`src/rtl/core/cbm_pkg.sv`:
```
// ----------------------------------------------------------------------------
// cbm_pkg
// Shared types and constants of the cartridge bank mapper.
// ----------------------------------------------------------------------------
package cbm_pkg;

  localparam int CBM_RAM_BYTES     = 32768;
  localparam int CBM_ROM_BANK_BITS = 7;
  localparam int CBM_BANK_REG_BITS = 7;
  localparam int CBM_ROM_AW        = 21;
  localparam int CBM_BANK_OFS_BITS = 14;
  localparam int CBM_RAM_WIN_BITS  = 13;

  typedef enum logic [1:0] {
    MODE_ROM_READ = 2'd0,
    MODE_REG_WRITE = 2'd1,
    MODE_RAM_READ = 2'd2,
    MODE_RAM_WRITE = 2'd3
  } mode_t;

  typedef enum logic [1:0] {
    REG_RAM_ENABLE = 2'd0,
    REG_BANK_LOW   = 2'd1,
    REG_BANK_HIGH  = 2'd2,
    REG_BANK_MODE  = 2'd3
  } reg_sel_t;

  localparam logic [3:0] CBM_ENABLE_KEY = 4'hA;

  typedef struct packed {
    logic [CBM_ROM_AW-1:0] rom_address;
    logic                  out_of_range;
    logic                  ram_enabled_flag;
    logic                  ram_read;
  } result_t;

  typedef struct packed {
    logic re;
    logic we;
  } ram_ctl_t;

endpackage

```
`src/rtl/core/cbm_regs.sv`:
```
// ----------------------------------------------------------------------------
// cbm_regs
// Bank control registers, access decode and cartridge RAM address mapping.
// ----------------------------------------------------------------------------
module cbm_regs import cbm_pkg::*; #(
  parameter int RAM_BYTES     = CBM_RAM_BYTES,
  parameter int ROM_BANK_BITS = CBM_ROM_BANK_BITS,
  localparam int RAM_AW       = $clog2(RAM_BYTES)
) (
  input  logic              clk,
  input  logic              rst,
  input  logic              accept,
  input  logic [1:0]        mode,
  input  logic [15:0]       address,
  input  logic [7:0]        write_data,
  output result_t           res,
  output ram_ctl_t          ram_ctl,
  output logic [RAM_AW-1:0] ram_index
);

  logic                         enable_flag;
  logic [CBM_BANK_REG_BITS-1:0] bank_register;
  logic [ROM_BANK_BITS-1:0]     mapped_bank;
  logic [1:0]                   ram_bank_select;
  logic                         bank_mode;

  logic                         enable_flag_next;
  logic [CBM_BANK_REG_BITS-1:0] bank_register_next;
  logic [ROM_BANK_BITS-1:0]     mapped_bank_next;
  logic [1:0]                   ram_bank_select_next;
  logic                         bank_mode_next;

  mode_t    op;
  reg_sel_t sel;
  logic     rom_ok;
  logic     ram_ok;
  logic [4:0] low_bits;
  logic [CBM_BANK_REG_BITS-1:0] bank7;
  logic [15:0] idx_sum;

  assign op     = mode_t'(mode);
  assign sel    = reg_sel_t'(address[14:13]);
  assign rom_ok = ~address[15];
  assign ram_ok = (address[15:13] == 3'd0);
  assign low_bits = (write_data[4:0] == 5'd0) ? 5'd1 : write_data[4:0];

  always_comb begin
    enable_flag_next     = enable_flag;
    bank_register_next   = bank_register;
    mapped_bank_next     = mapped_bank;
    ram_bank_select_next = ram_bank_select;
    bank_mode_next       = bank_mode;
    if (op == MODE_REG_WRITE && rom_ok) begin
      unique case (sel)
        REG_RAM_ENABLE: enable_flag_next = (write_data[3:0] == CBM_ENABLE_KEY);
        REG_BANK_LOW: begin
          bank_register_next = {bank_register[6:5], low_bits};
          mapped_bank_next   = bank_register_next[ROM_BANK_BITS-1:0];
        end
        REG_BANK_HIGH: begin
          if (bank_mode) begin
            ram_bank_select_next = write_data[1:0];
          end else begin
            bank_register_next = {write_data[1:0], bank_register[4:0]};
            mapped_bank_next   = bank_register_next[ROM_BANK_BITS-1:0];
          end
        end
        REG_BANK_MODE: bank_mode_next = write_data[0];
        default: ;
      endcase
    end
  end

  always_ff @(posedge clk) begin
    if (rst) begin
      enable_flag     <= 1'b0;
      bank_register   <= '0;
      mapped_bank     <= ROM_BANK_BITS'(1);
      ram_bank_select <= 2'd0;
      bank_mode       <= 1'b0;
    end else if (accept) begin
      enable_flag     <= enable_flag_next;
      bank_register   <= bank_register_next;
      mapped_bank     <= mapped_bank_next;
      ram_bank_select <= ram_bank_select_next;
      bank_mode       <= bank_mode_next;
    end
  end

  assign bank7 = address[14] ? CBM_BANK_REG_BITS'(mapped_bank) : '0;

  always_comb begin
    res                  = '0;
    res.ram_enabled_flag = enable_flag_next;
    ram_ctl              = '0;
    unique case (op)
      MODE_ROM_READ: begin
        res.out_of_range = ~rom_ok;
        if (rom_ok) res.rom_address = {bank7, address[CBM_BANK_OFS_BITS-1:0]};
      end
      MODE_REG_WRITE: res.out_of_range = ~rom_ok;
      MODE_RAM_READ: begin
        res.out_of_range = ~ram_ok;
        res.ram_read     = ram_ok;
        ram_ctl.re       = ram_ok & accept;
      end
      MODE_RAM_WRITE: begin
        res.out_of_range = ~ram_ok;
        ram_ctl.we       = ram_ok & accept;
      end
      default: ;
    endcase
  end

  // bank offset plus window offset, wrapped to the RAM size (sum < 4 * RAM_BYTES)
  always_comb begin
    idx_sum = {1'b0, ram_bank_select, address[CBM_RAM_WIN_BITS-1:0]};
    for (int k = 0; k < 3; k++) begin
      if (idx_sum >= 16'(RAM_BYTES)) idx_sum = idx_sum - 16'(RAM_BYTES);
    end
  end

  assign ram_index = idx_sum[RAM_AW-1:0];

endmodule

```
`config.mk`:
```
export PLATFORM = sky130hd
export DESIGN_NAME = cbm_regs
export DESIGN_NICKNAME = d
export VERILOG_FILES = /design/src/rtl/core/cbm_pkg.sv /design/src/rtl/core/cbm_regs.sv
export SDC_FILE = /design/constraint.sdc
export NUM_CORES = 1
export LEC_CHECK = 0
export ABC_CLOCK_PERIOD_IN_PS = 1600
export BUFFER_PORTS_ARGS = -buffer_cell sky130_fd_sc_hd__buf_2
export CORE_MARGIN = 1
export CORE_UTILIZATION = 43
export DETAILED_ROUTE_END_ITERATION = 10
export GPL_ROUTABILITY_DRIVEN = 0
export PLACE_DENSITY_LB_ADDON = 0.12
export SYNTH_ARGS = -nofsm -noshare
export SYNTH_HDL_FRONTEND = slang
export SYNTH_SLANG_ARGS = --single-unit
```
`constraint.sdc`:
```
create_clock -name clk -period 1.6 [get_ports clk]
set_input_delay 0.16 -clock clk [delete_from_list [all_inputs] [get_ports clk]]
set_output_delay 0.16 -clock clk [all_outputs]
set_load 0.05 [all_outputs]
```
==> out/metrics.yaml <==
outcome: "finished, final reports clean"
hp-class: "in -> reg"
vias: 1076
worstSetupEndpointType: "primary output"
die_w_um: 53.9
ir_worst_vdd_uv: 482
timing.slew.headroom: 0.754
period_needed_ns: 1.50
grt_pass1_vias: 867
p_leak_nw: 0.755
nets: 216
initial_utilization: 0.463
grt-ovfl-total: 0
cts_sinks: 18
setup_viol: 0
max_cap_viol_count: 0
dp_hpwl_mm: 1.91
hold_buffers: 0
finalPower_uw: 998
cts_root_buffer: "clkbuf_4"
tns_ns: 0
dieArea_um2: 2900
htreeDepth: 1
worst_pin_slew_ns: 0.364
wl_per_cell_um: 11.3
fin_skew_ns: 0.00203
rsz0062_at_grt: "no"
drt_wl_total_mm: 2.43
powerDensity_nw_per_um2: 688
diodes: 0
antenna_found_initial: 0
viasPerCell: 4.98
postSynthAreaPerCell_um2: 8.70
criticalPathCategory: "in -> out"
crit_required_ns: 1.44
min_period_over_period: 0.938
final_max_slew_viol_count: 0
ys_seq_area_frac: 0.311
worstPathMaxFanout: 3
io_buffers: 66
cts_inserted_buffers: 3
rows: 18
synth.cell_area_um2: 1160
whs_ns: 0.136
clockBufferDepth: 2
area_growth_pct: 25.3
drc_errors: 0
cts_resized: 0
cts_tree: "yes"
max_clock_freq_mhz: 666
drive_gt1_frac: 0.478
grt_start_max_net_pins: 22
first_iter_violations: 14
place_inst: 212
dr.pass1.iters: 4
final_common_cell: "buf_2"
setup_ws_ns: 0.0989
synth_cell_types: 33
core_um2: 2500
clk-insertion-delay-late_ns: 0.30
track_usage: 0.176
ys_seq_elements: 18
ios: 70
ys_warn_count: 0
crit_path_start_kind: "input pin"
die_h_um: 53.9
hold_violations: 0
postCtsSetupRepairBufs: 0
clkSlewWorstSetupHoldPaths_ns: 0.10
fin_cells: 216
grt_pass1_wl_mm: 3.65
final_cell_mix: "buf_2, dfxtp_1, and2_1"
postRouteAntennaNets: 0
syn_nets: 162
synth_cells: 133
crit_arrival_ns: 1.34
place_worst_setup_slack_ns: 0.0945
## stage by stage
stage	util	instance area, um^2
3_3_place_gp	0.566	1410
6_report	0.580	1450
3_5_place_dp	0.566	1410
5_1_grt	0.580	1450
2_1_floorplan	-	1170
4_1_cts	0.580	1450
## path summary, 6_finish.rpt
path	start	end	slack, ns	cells after the start
worst max-delay path	address[14]	ram_ctl[1]	0.1	5
worst min-delay path	write_data[4]	bank_register[4]$_SDFFE_PP0P_	0.14	3
worst max register to register	bank_mode$_SDFFE_PP0P_	mapped_bank[0]$_SDFFE_PP1P_	0.28	4
worst min register to register	bank_register[1]$_SDFFE_PP0P_	bank_register[1]$_SDFFE_PP0P_	0.47	2
## metal layers
layer	share of wire	GRT usage	vias to the layer above	wire length, um
met1	0.43	0.200	467	1050
met2	0.47	0.315	52	1140
met4	0.020	0.105	0	48
met5	0	0	-	0
met3	0.080	0.0169	5	195
li1	-	-	552	-
## synthesized netlist by cell type, drive strengths merged
| library cell | instances | area [um^2] |
|---|---|---|
| nand2b | 2 | 12.5 |
| nand2 | 7 | 28.8 |
| a21oi | 4 | 20.0 |
| nor4 | 2 | 12.5 |
| nor2b | 1 | 6.26 |
| nand3 | 6 | 30.0 |
| clkbuf | 4 | 15.0 |
| o21ai | 3 | 15.0 |
| and3 | 7 | 43.8 |
| and2 | 15 | 93.8 |
| mux2i | 12 | 120 |
| or4b | 1 | 10.0 |
| inv | 1 | 3.75 |
| buf | 18 | 143 |
| dfxtp | 18 | 360 |
| and4bb | 1 | 12.5 |
| o21a | 1 | 15.0 |
| nand4b | 1 | 8.76 |
| mux2 | 2 | 22.5 |
| and2b | 1 | 10.0 |
| nor2 | 15 | 63.8 |
| nor3 | 1 | 5.00 |
| nor4bb | 1 | 10.0 |
| a211o | 1 | 8.76 |
| a211oi | 6 | 60.1 |
| nor3b | 2 | 26.3 |
## cell families after synthesis
group,after synthesis,share of synthesized area
and+or+nand+nor,63,0.323
DFF,18,0.311
AOI/OAI and AO/OA,15,0.103
muxes,14,0.123
buffers and inverters,23,0.139
## area by class of cell
cell class / instances / area (um^2)
clock buffer: 4 / 36.3
fill: 244 / 1050
inverter: 1 / 3.75
multi-input combinational: 92 / 644
sequential: 18 / 360
tap: 30 / 37.5
timing repair buffer: 71 / 368
## critical path: stages
cell and delay, ns:
buf_2 0.11, or4b_1 0.59, nor2_4 0.11, and2_2 0.13
buf_2 0.25
## registers in the layout (all words and copies together) (netlist names)
signal	flops
bank_register	7
enable_flag	1
mapped_bank	7
bank_mode	1
ram_bank_select	2
## power by group
group          total [mW]  switching (mW)  internal, mW
clock network       0.281           0.142         0.139
registers           0.456         0.00271         0.453
logic               0.262           0.184        0.0779
Power figures use the tool's default switching activity.
